[src/trlc_pkg.sv]
// ---------------------------------------------------------------------------
// trlc_pkg: shared types and constants
// Word types, scan modes, the command passed from scanner to emitter, and
// the base suffix lookup.
// ---------------------------------------------------------------------------
package trlc_pkg;

    localparam int LITERAL_CHARS = 32;
    localparam int DIG_AW = $clog2(LITERAL_CHARS);
    localparam int CNT_W = $clog2(LITERAL_CHARS + 1);
    localparam int QDEPTH = 4;
    localparam int QAW = $clog2(QDEPTH);

    localparam logic [7:0] CH_GT = 8'h3e;
    localparam logic [7:0] CH_MINUS = 8'h2d;
    localparam logic [7:0] CH_HASH = 8'h23;
    localparam logic [7:0] CH_DOT = 8'h2e;
    localparam logic [7:0] CH_ZERO = 8'h30;
    localparam logic [7:0] CH_NINE = 8'h39;
    localparam logic [7:0] CH_UA = 8'h41;
    localparam logic [7:0] CH_UZ = 8'h5a;

    typedef enum logic [1:0] {
        MODE_PLAIN,
        MODE_PREFIX,
        MODE_BASEDIG,
        MODE_LITERAL
    } t_mode;

    // what the emitter has to do for one accepted input word
    typedef enum logic [1:0] {
        CMD_NONE,   // nothing is printed
        CMD_TEXT,   // prefix bytes then an optional plain byte
        CMD_NUMBER  // print the literal, then an optional plain byte
    } t_cmd_op;

    typedef struct packed {
        t_cmd_op           op;
        logic [1:0]        npre;     // bytes of the directive prefix to echo
        logic              has_char; // echo ch at the end
        logic [7:0]        ch;
        logic [7:0]        base;
        logic [CNT_W-1:0]  int_end;
        logic [CNT_W-1:0]  count;
        logic              dot;
    } t_cmd;

    typedef struct packed {
        logic [7:0] out_char;
        logic       last;
    } t_out_word;

    typedef struct packed {
        logic [7:0] in_char;
        logic       end_of_input;
    } t_in_word;

    typedef enum logic [3:0] {
        E_IDLE,
        E_PRE,
        E_INT,
        E_FRAC_RD,
        E_FRAC_DIV,
        E_SCALE,
        E_SIGN,
        E_IDIG,
        E_FDIG,
        E_CHAR,
        E_WAIT
    } t_estate;

    function automatic logic [7:0] suffix_base(input logic [7:0] c);
        unique case (c)
            8'h62: suffix_base = 8'd2;
            8'h74: suffix_base = 8'd3;
            8'h71: suffix_base = 8'd4;
            8'h73: suffix_base = 8'd6;
            8'h6f: suffix_base = 8'd8;
            8'h69: suffix_base = 8'd10;
            8'h64: suffix_base = 8'd12;
            8'h78: suffix_base = 8'd16;
            8'h6d: suffix_base = 8'd32;
            default: suffix_base = 8'd0;
        endcase
    endfunction

    function automatic logic [7:0] prefix_char(input logic [1:0] i);
        unique case (i)
            2'd0: prefix_char = CH_GT;
            2'd1: prefix_char = CH_MINUS;
            default: prefix_char = CH_HASH;
        endcase
    endfunction

endpackage

[src/trlc_if.sv]
// ---------------------------------------------------------------------------
// trlc_stream_if: valid/ready channel
// Carries one word of payload with a source and a sink side.
// ---------------------------------------------------------------------------
interface trlc_stream_if #(
    parameter int W = 9
);
    logic         valid;
    logic         ready;
    logic [W-1:0] data;

    modport source (output valid, output data, input ready);
    modport sink (input valid, input data, output ready);
endinterface

[src/trlc_ram.sv]
// ---------------------------------------------------------------------------
// trlc_ram: generic single write, single read ram
// One write port and one read port with registered read data.
// ---------------------------------------------------------------------------
module trlc_ram #(
    parameter int WIDTH = 6,
    parameter int DEPTH = 32
) (
    input  logic                     i_clk,
    input  logic                     i_we,
    input  logic [$clog2(DEPTH)-1:0] i_waddr,
    input  logic [WIDTH-1:0]         i_wdata,
    input  logic [$clog2(DEPTH)-1:0] i_raddr,
    output logic [WIDTH-1:0]         o_rdata
);
    logic [WIDTH-1:0] r_mem [DEPTH];

    always_ff @(posedge i_clk) begin
        if (i_we) begin
            r_mem[i_waddr] <= i_wdata;
        end
        o_rdata <= r_mem[i_raddr];
    end
endmodule

[src/trlc_scan.sv]
// ---------------------------------------------------------------------------
// trlc_scan: front end scanner
// Tracks directive and literal syntax, writes digits to the store and pushes
// one print command per word that produces text.
// ---------------------------------------------------------------------------
module trlc_scan (
    input  logic                         i_clk,
    input  logic                         i_rst_n,
    input  logic                         i_valid,
    input  logic [7:0]                   i_char,
    input  logic                         i_eoi,
    output logic                         o_ready,
    // command queue push
    output logic                         o_push,
    output trlc_pkg::t_cmd               o_cmd,
    input  logic                         i_q_full,
    // store write port
    output logic                         o_we,
    output logic [trlc_pkg::DIG_AW-1:0]  o_waddr,
    output logic [5:0]                   o_wdata,
    // emitter still reads the store
    input  logic                         i_busy
);
    localparam int CW = trlc_pkg::CNT_W;

    trlc_pkg::t_mode   r_mode, n_mode;
    logic [1:0]        r_pm, n_pm;
    logic [7:0]        r_base, n_base;
    logic [7:0]        r_nb, n_nb;
    logic [CW-1:0]     r_cnt, n_cnt;
    logic              r_dot, n_dot;
    logic [CW-1:0]     r_dpos, n_dpos;

    logic is_dec, is_up, acc;
    logic [11:0] nb_w;
    logic [7:0]  sb;
    logic [CW:0] used;

    assign is_dec = i_char >= trlc_pkg::CH_ZERO && i_char <= trlc_pkg::CH_NINE;
    assign is_up = i_char >= trlc_pkg::CH_UA && i_char <= trlc_pkg::CH_UZ;
    assign sb = trlc_pkg::suffix_base(i_char);
    assign used = {1'b0, r_cnt} + {{CW{1'b0}}, r_dot};
    // a new literal would overwrite digits still being read
    assign o_ready = !i_q_full && !(r_mode == trlc_pkg::MODE_PLAIN && is_dec && i_busy);
    assign acc = i_valid && o_ready;
    assign nb_w = {4'd0, r_nb} * 12'd10 + {4'd0, i_char - trlc_pkg::CH_ZERO};

    always_comb begin
        n_mode = r_mode;
        n_pm = r_pm;
        n_base = r_base;
        n_nb = r_nb;
        n_cnt = r_cnt;
        n_dot = r_dot;
        n_dpos = r_dpos;
        o_push = 1'b0;
        o_cmd = '0;
        o_cmd.op = trlc_pkg::CMD_NONE;
        o_cmd.ch = i_char;
        o_cmd.base = r_base;
        o_cmd.count = r_cnt;
        o_cmd.dot = r_dot;
        o_cmd.int_end = r_dot ? r_dpos : r_cnt;
        o_we = 1'b0;
        o_waddr = r_cnt[trlc_pkg::DIG_AW-1:0];
        o_wdata = is_dec ? 6'(i_char - trlc_pkg::CH_ZERO) : 6'(i_char - trlc_pkg::CH_UA + 8'd10);
        if (acc) begin
            if (i_eoi) begin
                if (r_mode == trlc_pkg::MODE_LITERAL) begin
                    o_push = 1'b1;
                    o_cmd.op = trlc_pkg::CMD_NUMBER;
                end else if (r_mode == trlc_pkg::MODE_PREFIX) begin
                    o_push = 1'b1;
                    o_cmd.op = trlc_pkg::CMD_TEXT;
                    o_cmd.npre = r_pm;
                end
                n_mode = trlc_pkg::MODE_PLAIN;
                n_pm = '0;
            end else begin
                unique case (r_mode)
                    trlc_pkg::MODE_PREFIX: begin
                        if (r_pm != 2'd3 && i_char == trlc_pkg::prefix_char(r_pm)) begin
                            n_pm = r_pm + 2'd1;
                        end else begin
                            o_push = 1'b1;
                            o_cmd.op = trlc_pkg::CMD_TEXT;
                            o_cmd.npre = r_pm;
                            o_cmd.has_char = 1'b1;
                            n_pm = '0;
                            if (r_pm == 2'd3 && is_dec) begin
                                n_nb = i_char - trlc_pkg::CH_ZERO;
                                n_base = n_nb;
                                n_mode = trlc_pkg::MODE_BASEDIG;
                            end else begin
                                n_mode = trlc_pkg::MODE_PLAIN;
                            end
                        end
                    end
                    trlc_pkg::MODE_BASEDIG: begin
                        o_push = 1'b1;
                        o_cmd.op = trlc_pkg::CMD_TEXT;
                        o_cmd.has_char = 1'b1;
                        if (is_dec) begin
                            n_nb = nb_w > 12'd255 ? 8'd255 : nb_w[7:0];
                            n_base = n_nb;
                        end else begin
                            n_mode = trlc_pkg::MODE_PLAIN;
                        end
                    end
                    trlc_pkg::MODE_LITERAL: begin
                        if (is_dec || is_up) begin
                            if (used < (CW+1)'(trlc_pkg::LITERAL_CHARS - 1)) begin
                                o_we = 1'b1;
                                n_cnt = r_cnt + CW'(1);
                            end
                        end else if (i_char == trlc_pkg::CH_DOT && !r_dot) begin
                            n_dot = 1'b1;
                            n_dpos = r_cnt;
                        end else begin
                            o_push = 1'b1;
                            o_cmd.op = trlc_pkg::CMD_NUMBER;
                            o_cmd.has_char = sb == 8'd0;
                            o_cmd.base = sb != 8'd0 ? sb : r_base;
                            n_mode = trlc_pkg::MODE_PLAIN;
                        end
                    end
                    default: begin
                        if (i_char == trlc_pkg::CH_GT) begin
                            n_mode = trlc_pkg::MODE_PREFIX;
                            n_pm = 2'd1;
                        end else if (is_dec) begin
                            o_we = 1'b1;
                            o_waddr = '0;
                            n_cnt = CW'(1);
                            n_dot = 1'b0;
                            n_dpos = '0;
                            n_mode = trlc_pkg::MODE_LITERAL;
                        end else begin
                            o_push = 1'b1;
                            o_cmd.op = trlc_pkg::CMD_TEXT;
                            o_cmd.has_char = 1'b1;
                        end
                    end
                endcase
            end
        end
    end

    always_ff @(posedge i_clk) begin
        if (!i_rst_n) begin
            r_mode <= trlc_pkg::MODE_PLAIN;
            r_pm <= '0;
            r_base <= 8'd10;
            r_nb <= '0;
            r_cnt <= '0;
            r_dot <= 1'b0;
            r_dpos <= '0;
        end else begin
            r_mode <= n_mode;
            r_pm <= n_pm;
            r_base <= n_base;
            r_nb <= n_nb;
            r_cnt <= n_cnt;
            r_dot <= n_dot;
            r_dpos <= n_dpos;
        end
    end

    // a dot may still arrive when the store is full
    a_push_room: assert property (@(posedge i_clk) disable iff (!i_rst_n)
        o_push |-> !i_q_full) else $error("push into full queue");
    a_cnt_bound: assert property (@(posedge i_clk) disable iff (!i_rst_n)
        {1'b0, r_cnt} + {{CW{1'b0}}, r_dot} <= (CW+1)'(trlc_pkg::LITERAL_CHARS))
        else $error("literal overflow");
    a_dpos: assert property (@(posedge i_clk) disable iff (!i_rst_n)
        r_dot |-> r_dpos <= r_cnt) else $error("dot past digits");
endmodule

[src/trlc_emit.sv]
// ---------------------------------------------------------------------------
// trlc_emit: back end printer
// Pops commands, evaluates literals from the digit store with a serial
// divider and prints bytes into the output register.
// ---------------------------------------------------------------------------
module trlc_emit (
    input  logic                         i_clk,
    input  logic                         i_rst_n,
    input  logic                         i_q_valid,
    input  trlc_pkg::t_cmd               i_cmd,
    output logic                         o_pop,
    output logic [trlc_pkg::DIG_AW-1:0]  o_raddr,
    input  logic [5:0]                   i_rdata,
    output logic                         o_busy,
    output logic                         o_valid,
    output trlc_pkg::t_out_word          o_word,
    input  logic                         i_ready
);
    localparam int CW = trlc_pkg::CNT_W;
    localparam int AW = trlc_pkg::DIG_AW;

    trlc_pkg::t_estate r_st, n_st;
    trlc_pkg::t_cmd    r_cmd, n_cmd;
    logic [CW-1:0]     r_i, n_i;
    logic [31:0]       r_v, n_v;
    logic [63:0]       r_acc, n_acc;
    logic [31:0]       r_rem, n_rem;   // running remainder of serial divide
    logic [5:0]        r_bit, n_bit;
    logic [31:0]       r_frac, n_frac;
    logic [31:0]       r_mag, n_mag;   // magnitude or fraction value to print
    logic [39:0]       r_digs, n_digs; // decimal digits, bcd, msd first
    logic [3:0]        r_nd, n_nd;
    logic              r_ov, n_ov;
    trlc_pkg::t_out_word r_ow, n_ow;
    logic              r_rd;           // read data valid for integer pass

    logic [2:0]  r_pc, n_pc;
    logic [39:0] prod;
    logic [32:0] trial;
    logic        out_free;
    logic        emit;
    logic [7:0]  emit_ch;
    logic        emit_last;
    logic [31:0] f6;

    assign out_free = !r_ov || i_ready;
    assign o_valid = r_ov;
    assign o_word = r_ow;
    assign o_busy = r_st != trlc_pkg::E_IDLE;
    assign prod = {8'd0, r_v} * {32'd0, r_cmd.base};
    assign trial = {r_rem, r_acc[63]} - {25'd0, r_cmd.base};
    assign f6 = r_acc[63:32]; // frac * 10^6 >> 32 staged into r_acc

    always_comb begin
        n_st = r_st;
        n_cmd = r_cmd;
        n_i = r_i;
        n_v = r_v;
        n_acc = r_acc;
        n_rem = r_rem;
        n_bit = r_bit;
        n_frac = r_frac;
        n_mag = r_mag;
        n_digs = r_digs;
        n_nd = r_nd;
        n_pc = r_pc;
        o_pop = 1'b0;
        o_raddr = r_i[AW-1:0];
        emit = 1'b0;
        emit_ch = '0;
        emit_last = 1'b0;
        unique case (r_st)
            trlc_pkg::E_IDLE: begin
                if (i_q_valid) begin
                    o_pop = 1'b1;
                    n_cmd = i_cmd;
                    n_pc = '0;
                    n_i = '0;
                    n_v = '0;
                    n_frac = '0;
                    o_raddr = '0;
                    unique case (i_cmd.op)
                        trlc_pkg::CMD_NUMBER: n_st = trlc_pkg::E_INT;
                        trlc_pkg::CMD_TEXT: n_st = i_cmd.npre != 2'd0 ? trlc_pkg::E_PRE
                                                 : trlc_pkg::E_CHAR;
                        default: n_st = trlc_pkg::E_IDLE;
                    endcase
                end
            end
            trlc_pkg::E_PRE: begin
                if (out_free) begin
                    emit = 1'b1;
                    emit_ch = trlc_pkg::prefix_char(r_pc[1:0]);
                    emit_last = !r_cmd.has_char && r_pc[1:0] + 2'd1 == r_cmd.npre;
                    n_pc = r_pc + 3'd1;
                    if (r_pc[1:0] + 2'd1 == r_cmd.npre) begin
                        n_st = r_cmd.has_char ? trlc_pkg::E_CHAR : trlc_pkg::E_IDLE;
                    end
                end
            end
            trlc_pkg::E_INT: begin
                // data for address r_i arrives from the registered read in the cycle after it is presented
                if (r_rd && r_i != '0) begin
                    n_v = prod[31:0] + {26'd0, i_rdata};
                end
                if (r_i < r_cmd.int_end && !(r_rd && r_i != '0) ) begin
                    o_raddr = r_i[AW-1:0];
                    n_i = r_i + CW'(1);
                end else if (r_rd && r_i != '0 && r_i < r_cmd.int_end) begin
                    o_raddr = r_i[AW-1:0];
                    n_i = r_i + CW'(1);
                end else if (!(r_rd && r_i != '0)) begin
                    n_acc = '0;
                    n_i = r_cmd.count;
                    if (r_cmd.dot && r_cmd.base != 8'd0 && r_cmd.count > r_cmd.int_end) begin
                        o_raddr = AW'(r_cmd.count - CW'(1));
                        n_i = r_cmd.count - CW'(1);
                        n_st = trlc_pkg::E_FRAC_RD;
                    end else begin
                        n_st = trlc_pkg::E_SCALE;
                    end
                end
            end
            trlc_pkg::E_FRAC_RD: begin
                n_acc = {26'd0, i_rdata, 32'd0} + r_acc;
                n_rem = '0;
                n_bit = '0;
                n_st = trlc_pkg::E_FRAC_DIV;
            end
            trlc_pkg::E_FRAC_DIV: begin
                // restoring division, one quotient bit a cycle
                if (!trial[32]) begin
                    n_rem = trial[31:0];
                    n_acc = {r_acc[62:0], 1'b1};
                end else begin
                    n_rem = {r_rem[30:0], r_acc[63]};
                    n_acc = {r_acc[62:0], 1'b0};
                end
                n_bit = r_bit + 6'd1;
                if (r_bit == 6'd63) begin
                    if (r_i > r_cmd.int_end) begin
                        o_raddr = AW'(r_i - CW'(1));
                        n_i = r_i - CW'(1);
                        n_st = trlc_pkg::E_FRAC_RD;
                    end else begin
                        n_st = trlc_pkg::E_SCALE;
                    end
                end
            end
            trlc_pkg::E_SCALE: begin
                n_v = r_v + r_acc[63:32];
                n_frac = r_acc[31:0];
                n_acc = {32'd0, r_acc[31:0]} * 64'd1000000;
                n_mag = (r_v + r_acc[63:32]);
                n_digs = '0;
                n_nd = '0;
                n_bit = '0;
                n_st = trlc_pkg::E_SIGN;
            end
            trlc_pkg::E_SIGN: begin
                // sign phase, then double dabble of the magnitude
                if (r_bit == 6'd0) begin
                    if (r_v[31]) begin
                        if (out_free) begin
                            emit = 1'b1;
                            emit_ch = trlc_pkg::CH_MINUS;
                            n_mag = 32'd0 - r_v;
                            n_bit = 6'd1;
                        end
                    end else begin
                        n_bit = 6'd1;
                    end
                end else begin
                    for (int k = 0; k < 10; k++) begin
                        n_digs[k*4 +: 4] = r_digs[k*4 +: 4] >= 4'd5 ?
                            r_digs[k*4 +: 4] + 4'd3 : r_digs[k*4 +: 4];
                    end
                    n_digs = {n_digs[38:0], r_mag[31]};
                    n_mag = {r_mag[30:0], 1'b0};
                    n_bit = r_bit + 6'd1;
                    if (r_bit == 6'd32) begin
                        n_nd = 4'd9;
                        n_st = trlc_pkg::E_IDIG;
                    end
                end
            end
            trlc_pkg::E_IDIG: begin
                // skip leading zeros, keep the last digit
                if (r_digs[39:36] == 4'd0 && r_nd != 4'd0) begin
                    n_digs = {r_digs[35:0], 4'd0};
                    n_nd = r_nd - 4'd1;
                end else if (out_free) begin
                    emit = 1'b1;
                    emit_ch = {4'h3, r_digs[39:36]};
                    emit_last = r_nd == 4'd0 && !r_cmd.dot && !r_cmd.has_char;
                    n_digs = {r_digs[35:0], 4'hf};
                    n_nd = r_nd - 4'd1;
                    if (r_nd == 4'd0) begin
                        n_pc = '0;
                        n_mag = f6;
                        n_st = r_cmd.dot ? trlc_pkg::E_FDIG
                             : (r_cmd.has_char ? trlc_pkg::E_CHAR : trlc_pkg::E_IDLE);
                        n_bit = '0;
                    end else begin
                        // force remaining digits to print
                        n_digs[39:36] = r_digs[35:32];
                        n_nd = r_nd - 4'd1;
                        n_st = trlc_pkg::E_WAIT;
                    end
                end
            end
            trlc_pkg::E_WAIT: begin
                // non-leading digit run
                if (out_free) begin
                    emit = 1'b1;
                    emit_ch = {4'h3, r_digs[39:36]};
                    emit_last = r_nd == 4'd0 && !r_cmd.dot && !r_cmd.has_char;
                    n_digs = {r_digs[35:0], 4'd0};
                    n_nd = r_nd - 4'd1;
                    if (r_nd == 4'd0) begin
                        n_mag = f6;
                        n_bit = '0;
                        n_st = r_cmd.dot ? trlc_pkg::E_FDIG
                             : (r_cmd.has_char ? trlc_pkg::E_CHAR : trlc_pkg::E_IDLE);
                    end
                end
            end
            trlc_pkg::E_FDIG: begin
                // bit 0 phase prints the dot, then dabble f6, then six digits
                if (r_bit == 6'd0) begin
                    if (out_free) begin
                        emit = 1'b1;
                        emit_ch = trlc_pkg::CH_DOT;
                        n_bit = 6'd1;
                        n_digs = '0;
                    end
                end else if (r_bit <= 6'd32) begin
                    for (int k = 0; k < 10; k++) begin
                        n_digs[k*4 +: 4] = r_digs[k*4 +: 4] >= 4'd5 ?
                            r_digs[k*4 +: 4] + 4'd3 : r_digs[k*4 +: 4];
                    end
                    n_digs = {n_digs[38:0], r_mag[31]};
                    n_mag = {r_mag[30:0], 1'b0};
                    n_bit = r_bit + 6'd1;
                    if (r_bit == 6'd32) begin
                        n_pc = '0;
                    end
                end else if (out_free) begin
                    emit = 1'b1;
                    emit_ch = {4'h3, r_digs[23:20]};
                    emit_last = r_pc == 3'd5 && !r_cmd.has_char;
                    n_digs = {r_digs[35:0], 4'd0};
                    n_pc = r_pc + 3'd1;
                    if (r_pc == 3'd5) begin
                        n_st = r_cmd.has_char ? trlc_pkg::E_CHAR : trlc_pkg::E_IDLE;
                    end
                end
            end
            trlc_pkg::E_CHAR: begin
                if (out_free) begin
                    emit = 1'b1;
                    emit_ch = r_cmd.ch;
                    emit_last = 1'b1;
                    n_st = trlc_pkg::E_IDLE;
                end
            end
            default: n_st = trlc_pkg::E_IDLE;
        endcase
        n_ov = emit ? 1'b1 : (i_ready ? 1'b0 : r_ov);
        n_ow = emit ? trlc_pkg::t_out_word'{out_char: emit_ch, last: emit_last} : r_ow;
    end

    always_ff @(posedge i_clk) begin
        if (!i_rst_n) begin
            r_st <= trlc_pkg::E_IDLE;
            r_ov <= 1'b0;
            r_rd <= 1'b0;
        end else begin
            r_st <= n_st;
            r_ov <= n_ov;
            r_rd <= (n_st == trlc_pkg::E_INT) && (n_i != r_i || r_st == trlc_pkg::E_IDLE)
                    && n_i != '0 || (r_st == trlc_pkg::E_IDLE && n_st == trlc_pkg::E_INT
                    && i_cmd.int_end != '0);
        end
        r_cmd <= n_cmd;
        r_i <= n_i;
        r_v <= n_v;
        r_acc <= n_acc;
        r_rem <= n_rem;
        r_bit <= n_bit;
        r_frac <= n_frac;
        r_mag <= n_mag;
        r_digs <= n_digs;
        r_nd <= n_nd;
        r_pc <= n_pc;
        r_ow <= n_ow;
    end

    a_hold: assert property (@(posedge i_clk) disable iff (!i_rst_n)
        r_ov && !i_ready |=> r_ov && $stable(r_ow)) else $error("output word lost");
    a_pop_idle: assert property (@(posedge i_clk) disable iff (!i_rst_n)
        o_pop |-> r_st == trlc_pkg::E_IDLE && i_q_valid) else $error("pop while busy");
    a_no_emit_idle: assert property (@(posedge i_clk) disable iff (!i_rst_n)
        r_st == trlc_pkg::E_IDLE |-> !emit) else $error("emit while idle");
endmodule

[src/trlc_queue.sv]
// ---------------------------------------------------------------------------
// trlc_queue: command queue
// Short fifo of print commands between scanner and emitter.
// ---------------------------------------------------------------------------
module trlc_queue (
    input  logic           i_clk,
    input  logic           i_rst_n,
    input  logic           i_push,
    input  trlc_pkg::t_cmd i_cmd,
    output logic           o_full,
    input  logic           i_pop,
    output logic           o_valid,
    output trlc_pkg::t_cmd o_cmd
);
    localparam int AW = trlc_pkg::QAW;

    trlc_pkg::t_cmd r_q [trlc_pkg::QDEPTH];
    logic [AW-1:0]  r_wp, r_rp;
    logic [AW:0]    r_n;

    assign o_full = r_n == (AW+1)'(trlc_pkg::QDEPTH);
    assign o_valid = r_n != '0;
    assign o_cmd = r_q[r_rp];

    always_ff @(posedge i_clk) begin
        if (!i_rst_n) begin
            r_wp <= '0;
            r_rp <= '0;
            r_n <= '0;
        end else begin
            if (i_push) r_wp <= r_wp + AW'(1);
            if (i_pop) r_rp <= r_rp + AW'(1);
            r_n <= r_n + (AW+1)'(i_push) - (AW+1)'(i_pop);
        end
        if (i_push) r_q[r_wp] <= i_cmd;
    end
endmodule

[src/text_radix_literal_converter.sv]
// ---------------------------------------------------------------------------
// text_radix_literal_converter: radix literal rewriting text filter
// Copies text through, rewriting numeric literals in decimal.
// ---------------------------------------------------------------------------
// usage
//   s_in carries {in_char, end_of_input}, m_out carries {out_char, last};
//   a word moves when valid and ready are high at a rising edge
//   a plain byte is pushed into the command queue, popped by the emitter
//   and printed into the output register; the emitter pops a command only
//   when idle, so each command's bytes are printed before the next pop
//   literal bytes are written to the digit store as they are taken; the
//   terminating byte starts the emitter: an integer pass over the digits,
//   then the serial divider for each fraction digit, binary to bcd,
//   skipping of leading zeros and printing of bytes, and binary to bcd
//   once more for the fraction
//   the scanner keeps accepting while the command queue has room, except
//   a new literal waits until the queue is empty and the emitter is idle
//   reset clears modes, sets the base to ten and empties queue and output
//   a stalled receiver holds the output register; the emitter and then the
//   queue fill, and finally s_in.ready drops
// ---------------------------------------------------------------------------
module text_radix_literal_converter (
    input  logic                  i_clk,
    input  logic                  i_rst_n,
    trlc_stream_if.sink           s_in,
    trlc_stream_if.source         m_out
);
    trlc_pkg::t_in_word in_w;
    trlc_pkg::t_cmd push_cmd, q_cmd;
    trlc_pkg::t_out_word ow;
    logic push, q_full, pop, q_valid, we, busy, ready;
    logic [trlc_pkg::DIG_AW-1:0] waddr, raddr;
    logic [5:0] wdata, rdata;

    assign in_w = s_in.data;
    assign s_in.ready = ready;
    assign m_out.data = ow;

    // a queued number command still needs the store as well
    trlc_scan u_scan (
        .i_clk, .i_rst_n,
        .i_valid(s_in.valid), .i_char(in_w.in_char), .i_eoi(in_w.end_of_input),
        .o_ready(ready), .o_push(push), .o_cmd(push_cmd), .i_q_full(q_full),
        .o_we(we), .o_waddr(waddr), .o_wdata(wdata), .i_busy(busy || q_valid)
    );

    trlc_queue u_queue (
        .i_clk, .i_rst_n, .i_push(push), .i_cmd(push_cmd), .o_full(q_full),
        .i_pop(pop), .o_valid(q_valid), .o_cmd(q_cmd)
    );

    trlc_ram #(.WIDTH(6), .DEPTH(trlc_pkg::LITERAL_CHARS)) u_store (
        .i_clk, .i_we(we), .i_waddr(waddr), .i_wdata(wdata),
        .i_raddr(raddr), .o_rdata(rdata)
    );

    trlc_emit u_emit (
        .i_clk, .i_rst_n, .i_q_valid(q_valid), .i_cmd(q_cmd), .o_pop(pop),
        .o_raddr(raddr), .i_rdata(rdata), .o_busy(busy),
        .o_valid(m_out.valid), .o_word(ow), .i_ready(m_out.ready)
    );
endmodule

[src/flat_wrapper.sv]
// flat-port wrapper written by rule: the top's interface ports become plain ports
module text_radix_literal_converter_flat 
  (i_clk, i_rst_n, s_in_valid, s_in_data, s_in_ready, m_out_valid, m_out_data, m_out_ready);
  trlc_stream_if #(.W(9)) s_in_i ();
  trlc_stream_if #(.W(9)) m_out_i ();
  input  logic i_clk;
  input  logic i_rst_n;
  input wire logic [$bits(s_in_i.valid)-1:0] s_in_valid;
  input wire logic [$bits(s_in_i.data)-1:0] s_in_data;
  output wire logic [$bits(s_in_i.ready)-1:0] s_in_ready;
  output wire logic [$bits(m_out_i.valid)-1:0] m_out_valid;
  output wire logic [$bits(m_out_i.data)-1:0] m_out_data;
  input wire logic [$bits(m_out_i.ready)-1:0] m_out_ready;
  assign s_in_i.valid = s_in_valid;
  assign s_in_i.data = s_in_data;
  assign s_in_ready = s_in_i.ready;
  assign m_out_valid = m_out_i.valid;
  assign m_out_data = m_out_i.data;
  assign m_out_i.ready = m_out_ready;
  text_radix_literal_converter u_core (.i_clk(i_clk), .i_rst_n(i_rst_n), .s_in(s_in_i), .m_out(m_out_i));
endmodule
[config.mk]
export PLATFORM = sky130hd
export DESIGN_NAME = text_radix_literal_converter_flat
export DESIGN_NICKNAME = d
export VERILOG_FILES = /design/src/trlc_pkg.sv /design/src/trlc_if.sv /design/src/trlc_ram.sv /design/src/trlc_scan.sv /design/src/trlc_emit.sv /design/src/trlc_queue.sv /design/src/text_radix_literal_converter.sv /design/src/flat_wrapper.sv
export SDC_FILE = /design/constraint.sdc
export NUM_CORES = 2
export LEC_CHECK = 0
export ABC_CLOCK_PERIOD_IN_PS = 14800
export BUFFER_PORTS_ARGS = -buffer_cell sky130_fd_sc_hd__buf_2
export CAP_MARGIN = 20
export CORE_UTILIZATION = 70
export DETAILED_ROUTE_END_ITERATION = 16
export MAX_ROUTING_LAYER = met4
export PLACE_DENSITY = 0.88
export SETUP_SLACK_MARGIN = 0.2
export SYNTH_ARGS = -nofsm -noshare
export SYNTH_HDL_FRONTEND = slang
export SYNTH_SLANG_ARGS = --single-unit
[constraint.sdc]
create_clock -name i_clk -period 14.8 [get_ports i_clk]
set_input_delay 2.96 -clock i_clk [delete_from_list [all_inputs] [get_ports i_clk]]
set_output_delay 2.96 -clock i_clk [all_outputs]
set_load 0.01 [all_outputs]
==> results.sh <==
export IMPL_via_per_inst=6.66
export IMPL_die_area_um2=69700
export IMPL_drcViolationCount=0
export IMPL_cts_hold_buf=0
export IMPL_syn_area_um2=48100
export IMPL_routed_wl_um=123000
export IMPL_drv_slew=0
export IMPL_worst_pin_slew_ns=1.16
export IMPL_final_layout_size_suffix_gt1_share_pct=6.26
export IMPL_clkLatencyLatePin_ns=0.64
export IMPL_critical_path_most_common_cell="buf_2"
export IMPL_hold_viol=0
export IMPL_crit_slowest_cell="buf_2"
export IMPL_cts_max_level=3
export IMPL_synth_area_leader_cell="edfxtp_1"
export IMPL_grt_pass1_wl_um=195000
export IMPL_rr_startpoint="u_core.u_emit.r_acc[8]$_DFFE_PP_"
export IMPL_antenna_found_initial=3
export IMPL_cts_resized=0
export IMPL_totalNegativeSetupSlack_ns=0
export IMPL_synth_xor_area_share_pct=4.19
export IMPL_max_freq_mhz=135
export IMPL_critPathRequiredTime_ns=11.84
export IMPL_synth_area_top_cells="edfxtp_1, fa_1, ha_1"
export IMPL_netlist_area_leader_share_pct=36.4
export IMPL_firstDrtPassIters=7
export IMPL_crit_buf_inv=3
export IMPL_finalSetupViolCount=0
export IMPL_path_clk_slew_ns=0.07
export IMPL_maxSlewHeadroom_pct=22.3
export IMPL_rows=95
export IMPL_status="completed"
export IMPL_final_cell_mix="edfxtp_1, inv_1, nand2_1, ha_1, fa_1"
export IMPL_crit_type="input pin to primary output"
export IMPL_grt_use_total_pct=36.6
export IMPL_initial_utilization_pct=71.2
export IMPL_synth_compound_area_share_pct=12.8
export IMPL_ys_flop_type="edfxtp_1"
export IMPL_ios=24
export IMPL_dp_hpwl_um=85800
export IMPL_die_w_um=264
export IMPL_syn_inst=4594
export IMPL_cts_buffer_depth=3
export IMPL_synthAdderAreaFrac_pct=22.0
export IMPL_skew_ns=0.0315
export IMPL_synth_top_family_by_area="adder cells"
export IMPL_syn_nets=5270
export IMPL_syn_area_per_cell_um2=10.5
export IMPL_first_global_vias=36690
export IMPL_crit_arrival_ns=4.46
export IMPL_period_share_pct=50.2
export IMPL_core_um2=67500
export IMPL_ant_nets=0
export IMPL_maxCapViolCount=0
export IMPL_synth_cell_types=96
export IMPL_worst_path_max_fanout=22
export IMPL_cts_buffers=67
export IMPL_start_kind="input pin"
export IMPL_area_growth_pct=6.43
export IMPL_fin_util_pct=75.8
export IMPL_drt_initial_drc_count=5022
export IMPL_synth_simple_area_share_pct=13.7
export IMPL_synthMuxAreaShare_pct=2.93
export IMPL_multi_input_area_um2=26900
export IMPL_wl_per_cell_um=22.5
export IMPL_die_h_um=264
export IMPL_gp_congestion=0.975
export IMPL_cpPeakStageDelay_ns=0.41
export IMPL_fillCellCount=4254
export IMPL_hp_start="u_core.u_scan.r_base[1]$_SDFFE_PN1P_"
export IMPL_cpLargestDelayFamily="buffers and inverters"
export IMPL_synth_edff_count=582
export IMPL_numClockSinks=636
export IMPL_crit_start="s_in_data[3]"
export IMPL_yosysWarnings=0
export IMPL_root_buffer="clkbuf_16"
export IMPL_endpoint_kind="primary output"
export IMPL_port_buffers=23
export IMPL_grt_max_degree=64
export IMPL_layout_commonest_cell="edfxtp_1"
export IMPL_cp_cell_sequence="buf_2, inv_1, a41oi_1, o21ai_1, a41oi_2, buf_2"
export IMPL_fin_nets=5208
export IMPL_ys_ff_latch=636
export IMPL_postCtsSetupRepairBufs=0
export IMPL_layout_min_cycle_time_ns=7.42
export IMPL_overflow=0
export IMPL_regArea_um2=18600
export IMPL_cts_tree="yes"
export IMPL_hp_class="flop to flop"
export IMPL_synthArstFlopShare_pct=0
export IMPL_rsz0062_at_grt="false"
export IMPL_via_count=36377
export IMPL_ys_seq_area_share_pct=38.6
tightest hold or removal path: cells and delay by family, from the launching register on:
kind             cells  cell delay [ns]
DFF                  1             0.33
and+or+nand+nor      2             0.12
flip-flops by register name, summed over array words and instances (netlist names), 6 cells and up, named ones only:
register / cells
u_core.u_queue.r_q: 136
u_core.u_emit.r_i: 6
u_core.u_scan.r_base: 8
u_core.u_emit.r_cmd: 32
u_core.u_emit.r_rem: 32
u_core.u_emit.o_word: 9
u_core.u_store.r_mem: 192
u_core.u_emit.r_acc: 64
u_core.u_store.o_rdata: 6
u_core.u_emit.r_digs: 40
u_core.u_emit.r_v: 32
u_core.u_emit.r_mag: 32
u_core.u_emit.r_bit: 6
u_core.u_scan.r_dpos: 6
u_core.u_scan.r_cnt: 6
layer usage:
metal  track usage [%]  routed length [µm]
met5                 -                   0
met4              17.3                6420
met3              5.01               10900
met2              58.8               59100
met1              46.2               46100
Yosys cell counts, types with 18 or more instances:
cell type,count
dfxtp_1,54
a211oi_1,49
buf_2,19
a22oi_1,18
nand2b_1,49
o21ai_0,215
nor2_1,281
ha_1,361
edfxtp_1,582
o21bai_1,23
xor2_1,103
a221oi_1,22
a21boi_0,25
o22ai_1,30
a222oi_1,34
and3_1,30
nor4_1,25
clkbuf_1,162
xnor2_1,127
nor2b_1,38
fa_1,302
inv_1,501
a21oi_1,178
mux2i_1,55
nand2_1,425
mux4_2,34
nand3_1,120
a21o_1,65
a221o_1,32
nand4_1,25
nor3_1,81
o211ai_1,27
a31oi_1,33
and2_1,164
o21a_1,20
layout make-up:
cell class | instances | share of cell area (%)
Timing Repair Buffer | 78 | 1.09
Clock inverter | 31 | 0.607
Antenna cell | 3 | 0.0147
Tap cell | 873 | 2.14
Clock buffer | 89 | 3.56
Inverter | 502 | 3.68
Multi-Input combinational cell | 3247 | 52.6
Sequential cell | 636 | 36.3
per-stage QoR:
stage	setup WS (ns)	instance area (µm²)	instances	hold WS (ns)
5_1_grt	7.29	51100	5459	0.515
3_3_place_gp	7.41	48900	5331	0.454
3_5_place_dp	7.40	48900	5333	0.464
6_report	7.38	51100	5459	0.478
2_1_floorplan	7.79	48100	4594	0.441
4_1_cts	7.39	51100	5453	0.481
cell families (layout without fill, tap and decap cells):
kind of cell | after synthesis | count (layout)
compound gates | 915 | 915
xor+xnor | 230 | 230
fa+ha+maj | 663 | 663
buf+inv | 711 | 700
flops | 636 | 636
mux | 97 | 97
other cells | 0 | 3
simple gates | 1342 | 1342
final timing paths:
| check | to | cells past startpoint | slack [ns] |
|---|---|---|---|
| worst min-delay path | u_core.u_scan.r_base[1]$_SDFFE_PN1P_ | 2 | 0.48 |
| worst max-delay path | s_in_ready | 6 | 7.38 |
| worst max register to register | u_core.u_emit.r_acc[50]$_DFFE_PP_ | 21 | 7.73 |
| worst min register to register | u_core.u_scan.r_base[1]$_SDFFE_PN1P_ | 2 | 0.48 |
Power is not shown: default switching activity piles up to over one toggle a cycle in this logic, so the estimate is an artifact.
